### src/hw/rtl/tslc_ram.sv
// generic single-write, single-read ram with registered read data
`timescale 1ns / 1ps
module tslc_ram #(
    parameter int WIDTH = 8,
    parameter int DEPTH = 16
) (
    input  logic                     clk,
    input  logic                     we,
    input  logic [$clog2(DEPTH)-1:0] waddr,
    input  logic [WIDTH-1:0]         wdata,
    input  logic [$clog2(DEPTH)-1:0] raddr,
    output logic [WIDTH-1:0]         rdata
);

    logic [WIDTH-1:0] mem [DEPTH];

    always_ff @(posedge clk)
    begin
        if (we)
        begin
            mem[waddr] <= wdata;
        end
        rdata <= mem[raddr];
    end

endmodule

### config.mk
export PLATFORM = sky130hd
export DESIGN_NAME = tslc_ram
export DESIGN_NICKNAME = d
export VERILOG_FILES = /design/src/hw/rtl/tslc_ram.sv
export SDC_FILE = /design/constraint.sdc
export NUM_CORES = 1
export LEC_CHECK = 0
export ABC_CLOCK_PERIOD_IN_PS = 1650
export BUFFER_PORTS_ARGS = -buffer_cell sky130_fd_sc_hd__buf_2
export CORE_AREA = 2 2 121 152
export DETAILED_ROUTE_END_ITERATION = 8
export DIE_AREA = 0 0 123 154
export GPL_TIMING_DRIVEN = 0
export SYNTH_ARGS = -nofsm -noshare
export SYNTH_HDL_FRONTEND = slang
export SYNTH_SLANG_ARGS = --single-unit
### constraint.sdc
create_clock -name clk -period 1.65 [get_ports clk]
set_input_delay 0.0825 -clock clk [delete_from_list [all_inputs] [get_ports clk]]
set_output_delay 0.0825 -clock clk [all_outputs]
set_load 0.03 [all_outputs]
==> results.toml <==
[cts]
cts_buffer_depth = 2
cts-root-buf = "clkbuf_16"
cts_tree = "yes"
postCtsSetupRepairBufs = 0
clk_transition_reported_paths_ns = 0.06
cts.sink_count = 136
numCtsBuffers = 17
clock_latency_ns = 0.41
cts-htree-levels = 4

[floorplanning]
initial_core_util_pct = 29.53
placementRows = 54
io_pins = 26
fp.dieW_um = 123
chipHeight_um = 154
die_area_um2 = 18940
core_um2 = 17430

[job]
drv_cap = 0

[routing]
drc = 0
drtIter0Drc = 189
wl_um = 10340
wire_per_inst_um = 20.27
antenna_left = 0
drtPass1Iterations = 4
vias = 2390
viasPerCell = 4.686

[layout]
insertedDiodeCount = 0
fin_nets = 291
stdcell_count = 510
areaGrowthSynthToFinish_pct = 19.20
drive_above_1_share_pct = 29.72

[worst_setup_path]
worstPathRequired_ns = 1.93
worstSetupStartpointType = "register"
cp.arrival_ns = 1.82
r2r_slack_ns = 0.11
cp_max_fo = 1
end_kind = "register"
critPathKind = "register to register"

[placed_design]
port_buffers = 24
dp.cells = 477
routabilityCongestion = 0.8103
dp_hpwl_um = 6730

[synthesis]
synth_seq_cells = 136
ys_warn_count = 0
ys_seq_area_share_pct = 77.78
synth_area_um2 = 5147
syn_inst = 229
syn_nets = 247
synth_cell_type_count = 19
postSynthAreaPerCell_um2 = 22.48

[outcome]
outcome = "complete, no violations"

[timing]
tns_ns = 0
drv_slew = 0
slew_headroom_pct = 14.48
timing.fmax_ghz = 0.6489
fin_skew_ns = 0.01050
tightestPinTransition_ns = 1.273
hold_violations = 0
finalSetupViolCount = 0
fin_crit_sh_pct = 93.40
rsz0062_at_grt = "false"
min_period_ns = 1.541

[global_routing]
grt_max_degree = 17
grt.overflow.total = 0
antenna_found_initial = 0
grt_pass1_vias = 2435
grt_pass1_wl_um = 15320
track_usage_pct = 11.75

[pwr]
p_leak_nw = 2.020
powerDensity_nw_per_um2 = 1294
peakVddDrop_uv = 584.9
finalPower_mw = 7.942

[worst_hold_path]
hp-class = "primary input to register"
[layout make-up]
class                   count  area, µm²
fillers                  1648      11300
multi-input cells          83       1062
repair buffers             25      125.1
flip-flops and latches    136       4004
well taps                 224      280.3
plain buffers              10      86.33
clock buffers              17      425.4
clock inverters            15      152.6
[critical path, cell delays in order (launching register included)]
cell and delay (ns):
edfxtp_1 0.36, mux4_1 0.56, a22oi_1 0.35, nand2_1 0.13
[routing by layer]
layer | track usage (%) | vias up | part of all wire (%)
li1 | - | 1064 | -
met3 | 3.932 | 4 | 6.9
met1 | 15.34 | 1229 | 42
met2 | 18.23 | 93 | 50
met5 | 0 | - | 0
met4 | 4.221 | 0 | 0.69
[registers in the layout, indices dropped and copies added, names as in the netlist]
signal / count
rdata: 8
mem: 128
[cells by family after synthesis]
| family | share of synthesized area, % |
|---|---|
| AND/OR/NAND/NOR | 3.184 |
| buffers and inverters | 1.677 |
| AO/OA/AOI/OAI | 2.334 |
| multiplexers | 15.02 |
| flip-flops | 77.78 |
[synthesized netlist by cell type (all sizes together)]
master | count | share of area (%)
buf | 7 | 1.1
nand3 | 1 | 0.097
and2 | 1 | 0.12
clkdlybuf4s25 | 3 | 0.58
or3b | 1 | 0.17
mux4 | 32 | 15
edfxtp | 128 | 75
a22oi | 16 | 2.3
nand2b | 2 | 0.24
nand3b | 2 | 0.29
nor3 | 4 | 0.39
dfxtp | 8 | 3.1
nor2 | 13 | 0.95
nor2b | 1 | 0.12
and2b | 1 | 0.15
nand2 | 9 | 0.66
[report_power, final]
group,switching (mW),internal [mW],leakage [nW]
sequential,0.0180,3.86,1.22
clock,1.42,2.22,0.275
combinational,0.264,0.154,0.522
[path summary, 6_finish.rpt]
path	startpoint	end	cells past startpoint
worst min register to register	mem[12][1]	rdata[1]	3
worst max-delay path	mem[1][3]	rdata[3]	3
worst min-delay path	wdata[0]	mem[2][0]	1
worst max register to register	mem[1][3]	rdata[3]	3
[per-stage QoR]
stage	worst slack, ns	cell area (µm²)	utilization (%)	hold slack (ns)
CTS	0.1434	6131	35.17	0.06344
detailed placement	-0.5918	5548	31.83	0.4989
global placement	-0.5461	5548	31.83	0.4828
global route	0.09954	6136	35.20	0.06550
finish	0.1089	6136	35.20	0.06859
floorplan	0.07463	5147	-	0.1814
[cell usage in the layout (no fill, tap or decap)]
master,Yosys,final
buf_6,3,3
clkinvlp_4,0,3
and2_1,1,1
a22oi_1,16,16
and2b_1,1,1
dfxtp_1,8,8
or3b_2,1,1
bufinv_16,0,2
mux4_1,14,14
clkinv_1,0,2
clkbuf_16,0,17
nor3_1,4,3
edfxtp_1,128,128
inv_6,0,3
clkinv_4,0,3
nor2_1,13,13
nor2b_1,1,1
nand2b_1,2,2
nand2_1,9,9
nand3b_1,2,2
clkinv_2,0,2
buf_4,1,1
nor3_2,0,1
nand3_1,1,1
buf_2,3,28
mux4_2,18,18
clkdlybuf4s25_2,3,3
[what timing repair did]
item / in CTS / in global routing
endpoints found under the setup margin: 8 / 0
hold buffers: 0 / 0
resized for setup: 1 / 0
(Power assumes the default switching activity.)
