## config.mk

```make
export PLATFORM = sky130hd
export DESIGN_NAME = tslc_line_search
export DESIGN_NICKNAME = d
export VERILOG_FILES = /design/src/hw/rtl/tslc_pkg.sv /design/src/hw/rtl/tslc_line_search.sv
export SDC_FILE = /design/constraint.sdc
export NUM_CORES = 1
export LEC_CHECK = 0
export BUFFER_PORTS_ARGS = -buffer_cell sky130_fd_sc_hd__buf_2
export CORE_ASPECT_RATIO = 1.1
export CORE_UTILIZATION = 50
export DETAILED_ROUTE_END_ITERATION = 10
export GPL_TIMING_DRIVEN = 0
export PLACE_DENSITY_LB_ADDON = 0.15
export SETUP_SLACK_MARGIN = 0.5
export SKIP_LAST_GASP = 1
export SLEW_MARGIN = 20
export SYNTH_ARGS = -nofsm -noshare
export SYNTH_HDL_FRONTEND = slang
export SYNTH_SLANG_ARGS = --single-unit
```

## constraint.sdc

```tcl
create_clock -name clk -period 5.2 [get_ports clk]
set_input_delay 0.26 -clock clk [delete_from_list [all_inputs] [get_ports clk]]
set_output_delay 0.26 -clock clk [all_outputs]
set_load 0.02 [all_outputs]
```

## src/hw/rtl/tslc_pkg.sv

```systemverilog
// shared constants, types and character helpers for the token span locator
`timescale 1ns / 1ps
package tslc_pkg;

    localparam int TEXT_DEPTH = 4096;
    localparam int LINE_DEPTH = 1024;
    localparam int TIDX_W     = $clog2(TEXT_DEPTH);
    localparam int OFF_W      = 13;
    localparam int LIDX_W     = $clog2(LINE_DEPTH);
    localparam int LCNT_W     = LIDX_W + 1;

    localparam logic [1:0] MODE_CLEAR  = 2'd0;
    localparam logic [1:0] MODE_APPEND = 2'd1;
    localparam logic [1:0] MODE_QUERY  = 2'd2;

    localparam logic [7:0] CH_NL     = 8'h0A;
    localparam logic [7:0] CH_USCORE = 8'h5F;
    localparam logic [7:0] CH_DOT    = 8'h2E;
    localparam logic [7:0] CH_LO_E   = 8'h65;
    localparam logic [7:0] CH_UP_E   = 8'h45;
    localparam logic [7:0] CH_PLUS   = 8'h2B;
    localparam logic [7:0] CH_MINUS  = 8'h2D;
    localparam logic [7:0] CH_SQUOTE = 8'h27;
    localparam logic [7:0] CH_DQUOTE = 8'h22;
    localparam logic [7:0] CH_EQ     = 8'h3D;
    localparam logic [7:0] CH_LT     = 8'h3C;
    localparam logic [7:0] CH_GT     = 8'h3E;
    localparam logic [7:0] CH_BANG   = 8'h21;

    typedef struct packed {
        logic              done;
        logic [LCNT_W-1:0] line;
        logic [OFF_W-1:0]  column;
    } loc_res_t;

    typedef struct packed {
        logic             done;
        logic [OFF_W-1:0] end_off;
    } scan_res_t;

    function automatic logic is_alpha(input logic [7:0] c);
        return (c inside {[8'h61:8'h7A]}) || (c inside {[8'h41:8'h5A]});
    endfunction

    function automatic logic is_digit(input logic [7:0] c);
        return c inside {[8'h30:8'h39]};
    endfunction

endpackage

```

## src/hw/rtl/tslc_line_search.sv

```systemverilog
// binary search of the line start table for the line holding an offset
`timescale 1ns / 1ps
module tslc_line_search
    import tslc_pkg::*;
(
    input  logic              clk,
    input  logic              rst_n,
    input  logic              start,
    input  logic [OFF_W-1:0]  target,
    input  logic [LCNT_W-1:0] line_count,
    output logic [LIDX_W-1:0] rd_addr,
    input  logic [OFF_W-1:0]  rd_data,
    output loc_res_t          res
);

    logic              busy_reg, busy_next;
    logic              done_reg, done_next;
    logic [LIDX_W-1:0] lo_reg, lo_next;
    logic [LIDX_W-1:0] hi_reg, hi_next;
    logic [LIDX_W-1:0] mid_reg, mid_next;
    logic [OFF_W-1:0]  base_reg, base_next;
    logic [OFF_W-1:0]  tgt_reg, tgt_next;
    logic [LCNT_W-1:0] last_idx;

    function automatic logic [LIDX_W-1:0] mid_of(input logic [LIDX_W-1:0] lo,
                                                 input logic [LIDX_W-1:0] hi);
        logic [LIDX_W:0] s;
        s = {1'b0, lo} + {1'b0, hi} + {{LIDX_W{1'b0}}, 1'b1};
        return s[LIDX_W:1];
    endfunction

    assign last_idx = line_count - {{(LCNT_W-1){1'b0}}, 1'b1};

    always_comb
    begin
        busy_next = busy_reg;
        done_next = 1'b0;
        lo_next   = lo_reg;
        hi_next   = hi_reg;
        mid_next  = mid_reg;
        base_next = base_reg;
        tgt_next  = tgt_reg;
        if (start)
        begin
            tgt_next  = target;
            base_next = '0;
            lo_next   = '0;
            hi_next   = last_idx[LIDX_W-1:0];
            if (hi_next != '0)
            begin
                busy_next = 1'b1;
                mid_next  = mid_of(lo_next, hi_next);
            end
            else
            begin
                busy_next = 1'b0;
                done_next = 1'b1;
            end
        end
        else if (busy_reg)
        begin
            if (rd_data <= tgt_reg)
            begin
                lo_next   = mid_reg;
                base_next = rd_data;
            end
            else
            begin
                hi_next = mid_reg - {{(LIDX_W-1){1'b0}}, 1'b1};
            end
            if (lo_next < hi_next)
            begin
                mid_next = mid_of(lo_next, hi_next);
            end
            else
            begin
                busy_next = 1'b0;
                done_next = 1'b1;
            end
        end
    end

    assign rd_addr = mid_next;

    always_ff @(posedge clk or negedge rst_n)
    begin
        if (!rst_n)
        begin
            busy_reg <= 1'b0;
            done_reg <= 1'b0;
        end
        else
        begin
            busy_reg <= busy_next;
            done_reg <= done_next;
        end
    end

    always_ff @(posedge clk)
    begin
        lo_reg   <= lo_next;
        hi_reg   <= hi_next;
        mid_reg  <= mid_next;
        base_reg <= base_next;
        tgt_reg  <= tgt_next;
    end

    assign res.done   = done_reg;
    assign res.line   = {1'b0, lo_reg} + {{(LCNT_W-1){1'b0}}, 1'b1};
    assign res.column = tgt_reg - base_reg + {{(OFF_W-1){1'b0}}, 1'b1};

endmodule

```

==> summary.txt <==
Placed design
  – GP Congestion: between 0.9 and 1
  – DP Wirelength: 9755 um
  – Placement Setup Slack: -0.1081 ns
  – IO Port Bufs: 71

CTS
  – Total CTS buffers: 9
  – Clk_lat worst skew: approximately 0.36 ns
  – CTS tree: done
  – CTS sink cnt: 58
  – Worst-path clk slew: 0.07 ns
  – Clk buf depth: 2
  – CTS Root Cell: clkbuf_8
  – Htree depth: 3

Drt
  – Initial DRC Count: 304
  – DRT Wirelength: 14,530 um
  – DRT Pass-1 Iters: 5
  – Vias: around 4,700
  – DRT antenna net count: 0
  – WL/cell: between 15 and 20 um
  – DRC: 0
  – Vias/cell: 5.739

Synthesis
  – Synthesis-stage register bit count: 58
  – Warnings from Yosys: 0
  – Most frequent cell after synthesis: nand2_1
  – Sequential area share after synthesis: 28.72%
  – Top cell type's share of synthesized area: roughly 15%
  – Mux share of post-synthesis cell area: approximately 3.4%
  – Post-Syn Area: roughly 0.0049 sq mm
  – Main area contributors after synthesis: ha_1, edfxtp_1, dfxtp_1, nand2_1, xnor2_1
  – Cell count after synthesis: 575
  – Synth unique cells: 76
  – Synth Area in Compound Gates: ~17%
  – Largest family of logic cells by synthesized area: simple AND/OR/NAND/NOR gates
  – Top post-synthesis cells by count: nand2_1, ha_1, inv_1
  – Post-synth EDFFs: 23
  – XOR/XNOR Fraction of Synth Area: 8.923%
  – Main synth FF type: dfxtp_1
  – Area leader, netlist: ha_1
  – Syn nets: roughly 670
  – Post-Synth Adder-Cell Area: 15.44%
  – Syn_area_per_cell: roughly 8.5 sq um
  – Ys async rst share: 3.448%
  – Synth Area in Simple Gates: roughly a fifth

Power
  – VDD IR max: 343.9 uV
  – Reg power frac: 20.5%
  – Logic pwr share: 66.5%
  – Clock network fraction of total power: 13.0%
  – P_leak: 2.780 nW
  – Final Power: ~3.4 mW
  – Pint: 1.841 mW
  – Psw: about 1.6 mW
  – PwrDens: 521.6 mW/mm^2
  – Switch share: 45.83%

Setup path
  – Crit start category: flop
  – Crit Path Category: flop to output port
  – Crit. End Element: output port
  – CP Max Fanout: 5
  – CP arrival: 4.50 ns
  – Worst Path Required: 4.94 ns

Timing
  – Count of pins over their slew limit: 0
  – Minimum clock period after layout: 4.760 ns
  – Measured slew at the worst slew-check pin: 0.6695 ns
  – Max_slew headroom: between 50% and 60%
  – Fin. Hold Viols: 0
  – Unrepaired setup endpoints after global routing: yes
  – Setup-failing EPs final: 0
  – Final setup margin: about 0.44 ns
  – Fin Clk Skew: 0.01349 ns
  – Fin crit share: 91.53%
  – Fmax: 210.1 MHz
  – Setup TNS Final: 0 ns

Floorplan
  – Die area: between 0.01 and 0.015 sq mm
  – Die H: about 110 um
  – Starting Density: around half
  – CORE AREA: 0.009398 sq mm
  – Die X: 96.19 um
  – I/O pins: 75
  – # rows: 37

Global routing
  – Initial antenna violation count: 0
  – Vias in the first global route: 4,530
  – Tot GR Track Use: 28.43%
  – First-pass GRT wire length: about 22,000 um
  – Largest net degree at the start of global routing: 17
  – Remaining global-route overflow: 0

Min path
  – Hold WC Path Type: input port to flop

Final layout
  – Area grow syn2layout: 33.54%
  – Final nets: 797
  – Fill count: 738
  – Antenna fix cells: 0
  – Share of cells above drive strength 1: 32.29%
  – Multi-input logic area: 0.003643 sq mm
  – Storage cell area: 0.001401 sq mm

Run
  – Max cap viols: 0

Status
  – Outcome: finished, final reports clean
## power groups by stage
| stage | logic [mW] | registers, mW | clock network [mW] |
|---|---|---|---|
| global placement | 1.63 | 0.688 | 0 |
| finish | 2.26 | 0.696 | 0.442 |
| detailed placement | 1.66 | 0.690 | 0 |
| floorplan | 1.26 | 0.657 | 0 |
| CTS | 1.95 | 0.686 | 0.441 |
| global route | 2.42 | 0.706 | 0.460 |
## worst max-delay path, stage by stage (launching register included)
cell and delay (ns):
edfxtp_1 0.36, inv_1 0.08, ha_4 0.31, nand2_1 0.11, o21ai_4 0.23, a21oi_4 0.12
a21o_4 0.26, clkbuf_16 0.16, mux2_4 0.33, ha_4 0.24, clkbuf_8 0.13, nor4_4 0.30
nand2_2 0.15, a2111oi_4 0.39, a211oi_2 0.10, nand4_1 0.16, buf_6 0.16, buf_4 0.11
o22ai_2 0.11, a21oi_4 0.19, buf_6 0.14
## final cells by class
class | instances | share of cell area, %
Buffer | 23 | 2.611
Clock buffer | 12 | 2.381
Clock inverter | 4 | 0.7680
Inverter | 56 | 3.264
Multi-Input combinational cell | 439 | 55.91
Sequential cell | 58 | 21.51
Tap cell | 117 | 2.247
Timing Repair Buffer | 111 | 11.31
## final timing paths
kind | from | endpoint | slack (ns) | depth (start not counted)
max | tgt_reg[8] | rd_addr[4] | 0.44 | 20
min | target[2] | tgt_reg[2] | 0.07 | 1
max reg2reg | tgt_reg[8] | mid_reg[0] | 0.96 | 19
min reg2reg | base_reg[8] | base_reg[8] | 0.46 | 2
max in group asynchronous | rst_n | busy_reg | 4.89 | 2
min in group asynchronous | rst_n | done_reg | 0.22 | 2
## per-stage QoR
stage | utilization (%) | area [sq um] | hold WS, ns | instances
after floorplan | - | 4880 | -0.03559 | 575
final | 69.34 | 6516 | 0.07429 | 820
after global placement | 57.26 | 5381 | 0.04473 | 763
after CTS | 65.97 | 6200 | 0.07361 | 804
after detailed placement | 57.26 | 5381 | 0.04713 | 763
after global routing | 69.34 | 6516 | 0.07152 | 820
## metal layers
layer	vias up	global-route usage (%)	routed length [um]	share of wire (%)
met3	58	5.700	813	5.6
met2	198	51.01	7399	51
li1	2257	-	-	-
met4	0	12.58	638	4.4
met5	-	0	0	0
met1	2193	31.56	5681	39
## placed cells by master, fill, tap and decap left out, types with 14 or more instances in the layout
cell type	synthesis	layout
nand2_1	84	83
buf_2	6	66
inv_1	53	47
ha_1	57	42
buf_4	2	37
a21oi_1	44	33
dfxtp_1	33	33
xnor2_1	31	31
nor2_1	29	29
edfxtp_1	23	23
clkbuf_8	0	16
xor2_1	15	15
ha_4	0	15
nand3_1	15	14
buf_6	1	14
## timing repair
item                                    CTS  global route
resized for setup                        80            48
hold endpoints to repair                  2             0
cloned                                    4             0
hold buffers                              1             0
pin swaps                                23            22
endpoints found under the setup margin   20            10
setup buffers                            20            16
## cell families after synthesis
kind of cell             count (synthesis)
buffers and inverters                   79
XOR/XNOR                                48
multiplexers                            16
flip-flops                              58
AND/OR/NAND/NOR                        188
adder cells (fa/ha/maj)                 59
AO/OA/AOI/OAI                          127
No activity file was read; power rests on OpenSTA's default activity.
