--- src/hw/rtl/tslc_pkg.sv ---
// shared constants, types and character helpers for the token span locator
`timescale 1ns / 1ps
package tslc_pkg;

    localparam int TEXT_DEPTH = 4096;
    localparam int LINE_DEPTH = 1024;
    localparam int TIDX_W     = $clog2(TEXT_DEPTH);
    localparam int OFF_W      = 13;
    localparam int LIDX_W     = $clog2(LINE_DEPTH);
    localparam int LCNT_W     = LIDX_W + 1;

    localparam logic [1:0] MODE_CLEAR  = 2'd0;
    localparam logic [1:0] MODE_APPEND = 2'd1;
    localparam logic [1:0] MODE_QUERY  = 2'd2;

    localparam logic [7:0] CH_NL     = 8'h0A;
    localparam logic [7:0] CH_USCORE = 8'h5F;
    localparam logic [7:0] CH_DOT    = 8'h2E;
    localparam logic [7:0] CH_LO_E   = 8'h65;
    localparam logic [7:0] CH_UP_E   = 8'h45;
    localparam logic [7:0] CH_PLUS   = 8'h2B;
    localparam logic [7:0] CH_MINUS  = 8'h2D;
    localparam logic [7:0] CH_SQUOTE = 8'h27;
    localparam logic [7:0] CH_DQUOTE = 8'h22;
    localparam logic [7:0] CH_EQ     = 8'h3D;
    localparam logic [7:0] CH_LT     = 8'h3C;
    localparam logic [7:0] CH_GT     = 8'h3E;
    localparam logic [7:0] CH_BANG   = 8'h21;

    typedef struct packed {
        logic              done;
        logic [LCNT_W-1:0] line;
        logic [OFF_W-1:0]  column;
    } loc_res_t;

    typedef struct packed {
        logic             done;
        logic [OFF_W-1:0] end_off;
    } scan_res_t;

    function automatic logic is_alpha(input logic [7:0] c);
        return (c inside {[8'h61:8'h7A]}) || (c inside {[8'h41:8'h5A]});
    endfunction

    function automatic logic is_digit(input logic [7:0] c);
        return c inside {[8'h30:8'h39]};
    endfunction

endpackage

--- src/hw/rtl/tslc_token_scan.sv ---
// token scanner: walks text bytes one per cycle to find the token end
`timescale 1ns / 1ps
module tslc_token_scan
    import tslc_pkg::*;
(
    input  logic              clk,
    input  logic              rst_n,
    input  logic              start,
    input  logic [OFF_W-1:0]  start_off,
    input  logic [OFF_W-1:0]  text_len,
    output logic [TIDX_W-1:0] rd_addr,
    input  logic [7:0]        rd_data,
    output scan_res_t         res
);

    typedef enum logic [7:0] {
        PH_IDLE  = 8'b0000_0001,
        PH_FIRST = 8'b0000_0010,
        PH_IDENT = 8'b0000_0100,
        PH_NUM   = 8'b0000_1000,
        PH_NSIGN = 8'b0001_0000,
        PH_NEXP  = 8'b0010_0000,
        PH_QUOTE = 8'b0100_0000,
        PH_CMP   = 8'b1000_0000
    } phase_t;

    phase_t           phase_reg, phase_next;
    logic             done_reg, done_next;
    logic [OFF_W-1:0] end_reg, end_next;
    logic [7:0]       c_reg, c_next;
    logic [OFF_W-1:0] end_inc;
    logic             at_end;

    assign end_inc = end_reg + {{(OFF_W-1){1'b0}}, 1'b1};
    assign at_end  = end_reg >= text_len;

    always_comb
    begin
        phase_next = phase_reg;
        done_next  = 1'b0;
        end_next   = end_reg;
        c_next     = c_reg;
        case (phase_reg)
            PH_IDLE:
            begin
                if (start)
                begin
                    end_next = start_off;
                    if (start_off >= text_len)
                    begin
                        done_next = 1'b1;
                    end
                    else
                    begin
                        phase_next = PH_FIRST;
                    end
                end
            end
            PH_FIRST:
            begin
                c_next   = rd_data;
                end_next = end_inc;
                if (is_alpha(rd_data) || rd_data == CH_USCORE)
                begin
                    phase_next = PH_IDENT;
                end
                else if (is_digit(rd_data))
                begin
                    phase_next = PH_NUM;
                end
                else if (rd_data == CH_SQUOTE || rd_data == CH_DQUOTE)
                begin
                    phase_next = PH_QUOTE;
                end
                else if (rd_data inside {CH_LT, CH_GT, CH_BANG, CH_EQ})
                begin
                    phase_next = PH_CMP;
                end
                else
                begin
                    phase_next = PH_IDLE;
                    done_next  = 1'b1;
                end
            end
            PH_IDENT:
            begin
                if (!at_end && (is_alpha(rd_data) || is_digit(rd_data) ||
                                rd_data == CH_USCORE))
                begin
                    end_next = end_inc;
                end
                else
                begin
                    phase_next = PH_IDLE;
                    done_next  = 1'b1;
                end
            end
            PH_NUM:
            begin
                if (at_end)
                begin
                    phase_next = PH_IDLE;
                    done_next  = 1'b1;
                end
                else if (is_digit(rd_data) || rd_data == CH_DOT)
                begin
                    end_next = end_inc;
                end
                else if (rd_data == CH_LO_E || rd_data == CH_UP_E)
                begin
                    end_next   = end_inc;
                    phase_next = PH_NSIGN;
                end
                else
                begin
                    phase_next = PH_IDLE;
                    done_next  = 1'b1;
                end
            end
            PH_NSIGN:
            begin
                if (!at_end && (rd_data == CH_PLUS || rd_data == CH_MINUS ||
                                is_digit(rd_data)))
                begin
                    end_next   = end_inc;
                    phase_next = PH_NEXP;
                end
                else
                begin
                    phase_next = PH_IDLE;
                    done_next  = 1'b1;
                end
            end
            PH_NEXP:
            begin
                if (!at_end && is_digit(rd_data))
                begin
                    end_next = end_inc;
                end
                else
                begin
                    phase_next = PH_IDLE;
                    done_next  = 1'b1;
                end
            end
            PH_QUOTE:
            begin
                if (at_end)
                begin
                    phase_next = PH_IDLE;
                    done_next  = 1'b1;
                end
                else
                begin
                    end_next = end_inc;
                    if (rd_data == c_reg)
                    begin
                        phase_next = PH_IDLE;
                        done_next  = 1'b1;
                    end
                end
            end
            PH_CMP:
            begin
                if (!at_end && (rd_data == CH_EQ ||
                                (c_reg == CH_LT && rd_data == CH_GT)))
                begin
                    end_next = end_inc;
                end
                phase_next = PH_IDLE;
                done_next  = 1'b1;
            end
            default:
            begin
                phase_next = PH_IDLE;
            end
        endcase
    end

    // read the byte at the next scan position
    assign rd_addr = end_next[TIDX_W-1:0];

    always_ff @(posedge clk or negedge rst_n)
    begin
        if (!rst_n)
        begin
            phase_reg <= PH_IDLE;
            done_reg  <= 1'b0;
        end
        else
        begin
            phase_reg <= phase_next;
            done_reg  <= done_next;
        end
    end

    always_ff @(posedge clk)
    begin
        end_reg <= end_next;
        c_reg   <= c_next;
    end

    assign res.done    = done_reg;
    assign res.end_off = end_reg;

endmodule

--- config.mk ---
export PLATFORM = sky130hd
export DESIGN_NAME = tslc_token_scan
export DESIGN_NICKNAME = d
export VERILOG_FILES = /design/src/hw/rtl/tslc_pkg.sv /design/src/hw/rtl/tslc_token_scan.sv
export SDC_FILE = /design/constraint.sdc
export NUM_CORES = 1
export LEC_CHECK = 0
export BUFFER_PORTS_ARGS = -buffer_cell sky130_fd_sc_hd__buf_2
export CAP_MARGIN = 20
export CORE_ASPECT_RATIO = 0.5
export CORE_MARGIN = 2
export CORE_UTILIZATION = 45
export CTS_CLUSTER_SIZE = 20
export DETAILED_ROUTE_END_ITERATION = 16
export GPL_TIMING_DRIVEN = 0
export PLACE_DENSITY = 0.68
export SYNTH_ARGS = -nofsm -noshare
export SYNTH_HDL_FRONTEND = slang
export SYNTH_SLANG_ARGS = --single-unit
--- constraint.sdc ---
create_clock -name clk -period 8.91 [get_ports clk]
set_input_delay 1.782 -clock clk [delete_from_list [all_inputs] [get_ports clk]]
set_output_delay 1.782 -clock clk [all_outputs]
set_load 0.01 [all_outputs]
==> results.sh <==
export IMPL_status="finished, final reports clean"
export IMPL_cp_arrival_ns=4.83
export IMPL_cts_tree="yes"
export IMPL_path_class="input port to output pin"
export IMPL_crit_path_start_kind="input port"
export IMPL_syn_avg_cell_area_um2=8.11
export IMPL_cellLeakagePower_nw=1.61
export IMPL_syn_to_final_growth_pct=20.0
export IMPL_rsz0062_at_grt="no"
export IMPL_die_area_um2=6860
export IMPL_top_usage_layer="met2"
export IMPL_slew_limit_headroom_pct=63.2
export IMPL_drt_vias_per_instance=5.69
export IMPL_synth_edff_count=9
export IMPL_clock_path_buffers=2
export IMPL_initial_core_util_pct=46.1
export IMPL_p_per_area_nw_per_um2=228
export IMPL_required_ns=7.13
export IMPL_grt_overflow=0
export IMPL_coreArea_um2=6030
export IMPL_yosysTopAreaCellShare_pct=12.1
export IMPL_hold_viol=0
export IMPL_wl_per_cell_um=15.3
export IMPL_yosysMostFrequentCell="nand2_1"
export IMPL_io_buffer_count=62
export IMPL_synth_flop_cell="dfxtp_1"
export IMPL_cts_hold_buf=0
export IMPL_clk_pin_slew_worst_paths_ns=0.05
export IMPL_ctsHtreeMaxLevel=2
export IMPL_vias=2853
export IMPL_power_frac_seq_pct=30.1
export IMPL_grtUsageTotal_pct=24.1
export IMPL_n_antenna_cell=0
export IMPL_grt_first_pass_wirelength_um=12800
export IMPL_fin_setup_tns_ns=0
export IMPL_yosysSeqAreaShare_pct=26.5
export IMPL_met3_usage_pct=5.42
export IMPL_ctsRootBufferMaster="clkbuf_16"
export IMPL_clock_sinks=30
export IMPL_crit_fanout=10
export IMPL_grtUsageMet1_pct=29.8
export IMPL_largest_reg_flops=13
export IMPL_drc_errors=0
export IMPL_first_pass_iters=4
export IMPL_p_switching_uw=311
export IMPL_ios=63
export IMPL_grt_pass1_vias=2711
export IMPL_num_fill_cells=589
export IMPL_drive_gt1_share_pct=21.8
export IMPL_netlist_top_cell_by_area="ha_1"
export IMPL_cts_buffers=5
export IMPL_yosys_top_cells_count="nand2_1 (28), ha_1 (27), nor2_1 (27)"
export IMPL_clock_skew_ns=0.00349
export IMPL_ys_ff_latch=30
export IMPL_fin_crit_sh_pct=74.2
export IMPL_ys_warn_count=0
export IMPL_clk_latency_ns=0.28
export IMPL_grt_use_met2_pct=42.4
export IMPL_worstHoldPathType="register to register"
export IMPL_drv_slew=0
export IMPL_nets=476
export IMPL_die_h_um=59.6
export IMPL_grt_max_degree=12
export IMPL_rows=20
export IMPL_synth_area_top_cells="ha_1 (12%), edfxtp_1 (9.7%), dfxtp_1 (8.6%)"
export IMPL_totalWireLength_um=7690
export IMPL_synthCells=343
export IMPL_drv_cap=0
export IMPL_hold_ws_ns=0.557
export IMPL_min_period_ns=6.61
export IMPL_p_int_uw=452
export IMPL_dieWidth_um=115
export IMPL_synth_cell_area_um2=2780
export IMPL_postRouteAntennaNets=0
export IMPL_gp_congestion=0.932
export IMPL_comb_power_share_pct=48.2
export IMPL_switching_share_pct=40.8
export IMPL_cts_resized=0
export IMPL_dr_first_iter_drc_count=199
export IMPL_critPathCaptureType="output pin"
export IMPL_postCtsSetupBuffers=0
export IMPL_dp_hpwl_um=6040
export IMPL_vdd_drop_max_v=0.000113
export IMPL_worst_slew_pin_slew_ns=0.552
export IMPL_clockPowerShare_pct=21.7
export IMPL_setup_viol=0
export IMPL_async_reset_ff_share_pct=30.0
export IMPL_antenna_found_initial=0
export IMPL_clock_fmax_ghz=0.151
export IMPL_ys_types=58
export IMPL_syn_nets=407
layout by cell type (no fill, tap or decap), types with 6 or more instances in the layout:
cell / instances
edfxtp_1: 9
buf_2: 62
nand4_1: 6
nand3_1: 14
o21ai_0: 26
dfrtp_1: 8
nand2b_1: 6
nor3b_1: 6
clkbuf_1: 10
inv_1: 23
nor2b_1: 9
dfxtp_1: 12
nor3_1: 7
and3_1: 8
buf_4: 13
ha_1: 27
a21oi_1: 18
xor2_1: 11
nand2_1: 28
nor2_1: 27
metal layers:
metal	part of all wire (%)	wire length [um]	up-vias
met5	0	0	-
met4	1.6	121	0
met1	46	3510	1360
met3	5.0	381	15
li1	-	-	1399
met2	48	3680	79
critical path: stages:
cell and delay [ns]:
buf_2 0.08, inv_1 0.05, ha_1 0.32, a21oi_1 0.14, o21ai_0 0.11, a221oi_1 0.55, nand2_1 0.35, a21oi_1 0.25
nand3b_1 0.18, clkbuf_1 0.29, o21ai_0 0.21, o311ai_0 0.20, buf_4 0.18, buf_2 0.13
cell type report:
cell class	instances	area, um2	share of cell area [%]
Multi-Input combinational cell	267	1820	54.4
Tap cell	88	110	3.30
Buffer	23	143	4.27
Timing Repair Buffer	62	310	9.30
Inverter	23	86.3	2.59
Sequential cell	30	737	22.1
Clock buffer	8	136	4.09
through the flow:
stage	util (%)	total power, mW	cell area, um2	setup slack, ns	std cells
after detailed placement	53.1	0.595	3200	2.39	493
after global routing	55.4	0.824	3340	1.97	501
final	55.4	0.762	3340	2.30	501
after global placement	53.1	0.586	3200	2.45	493
after CTS	55.4	0.767	3340	2.35	501
after floorplan	-	0.466	2780	3.21	343
power groups by stage:
stage / logic, mW / clock network, mW / registers (mW)
final: 0.367 / 0.166 / 0.229
after global routing: 0.412 / 0.176 / 0.235
after CTS: 0.370 / 0.170 / 0.228
after detailed placement: 0.365 / 0 / 0.230
after global placement: 0.358 / 0 / 0.228
after floorplan: 0.235 / 0 / 0.231
kinds of logic (layout without fill, tap and decap cells):
| family | Yosys count | count (layout) | share of synthesized area, % |
|---|---|---|---|
| compound gates | 85 | 85 | 20.4 |
| xor+xnor | 13 | 13 | 4.09 |
| fa+ha+maj | 27 | 27 | 12.1 |
| buf+inv | 46 | 116 | 8.23 |
| flops | 30 | 30 | 26.5 |
| simple gates | 142 | 142 | 28.7 |
path summary, 6_finish.rpt:
kind                                    startpoint                       end  slack, ns  depth (start not counted)
max in group asynchronous                    rst_n  phase_reg[0]$_DFFE_PN1P_       7.33                          1
worst max-delay path                   text_len[8]                rd_addr[3]       2.30                         14
worst min register to register  end_reg[5]$_DFF_P_        end_reg[5]$_DFF_P_       0.56                          2
worst max register to register  end_reg[8]$_DFF_P_        end_reg[3]$_DFF_P_       5.73                         10
worst min-delay path            end_reg[5]$_DFF_P_        end_reg[5]$_DFF_P_       0.56                          2
min in group asynchronous                    rst_n  phase_reg[6]$_DFFE_PN0P_       1.34                          1
Power figures use the tool's default switching activity.
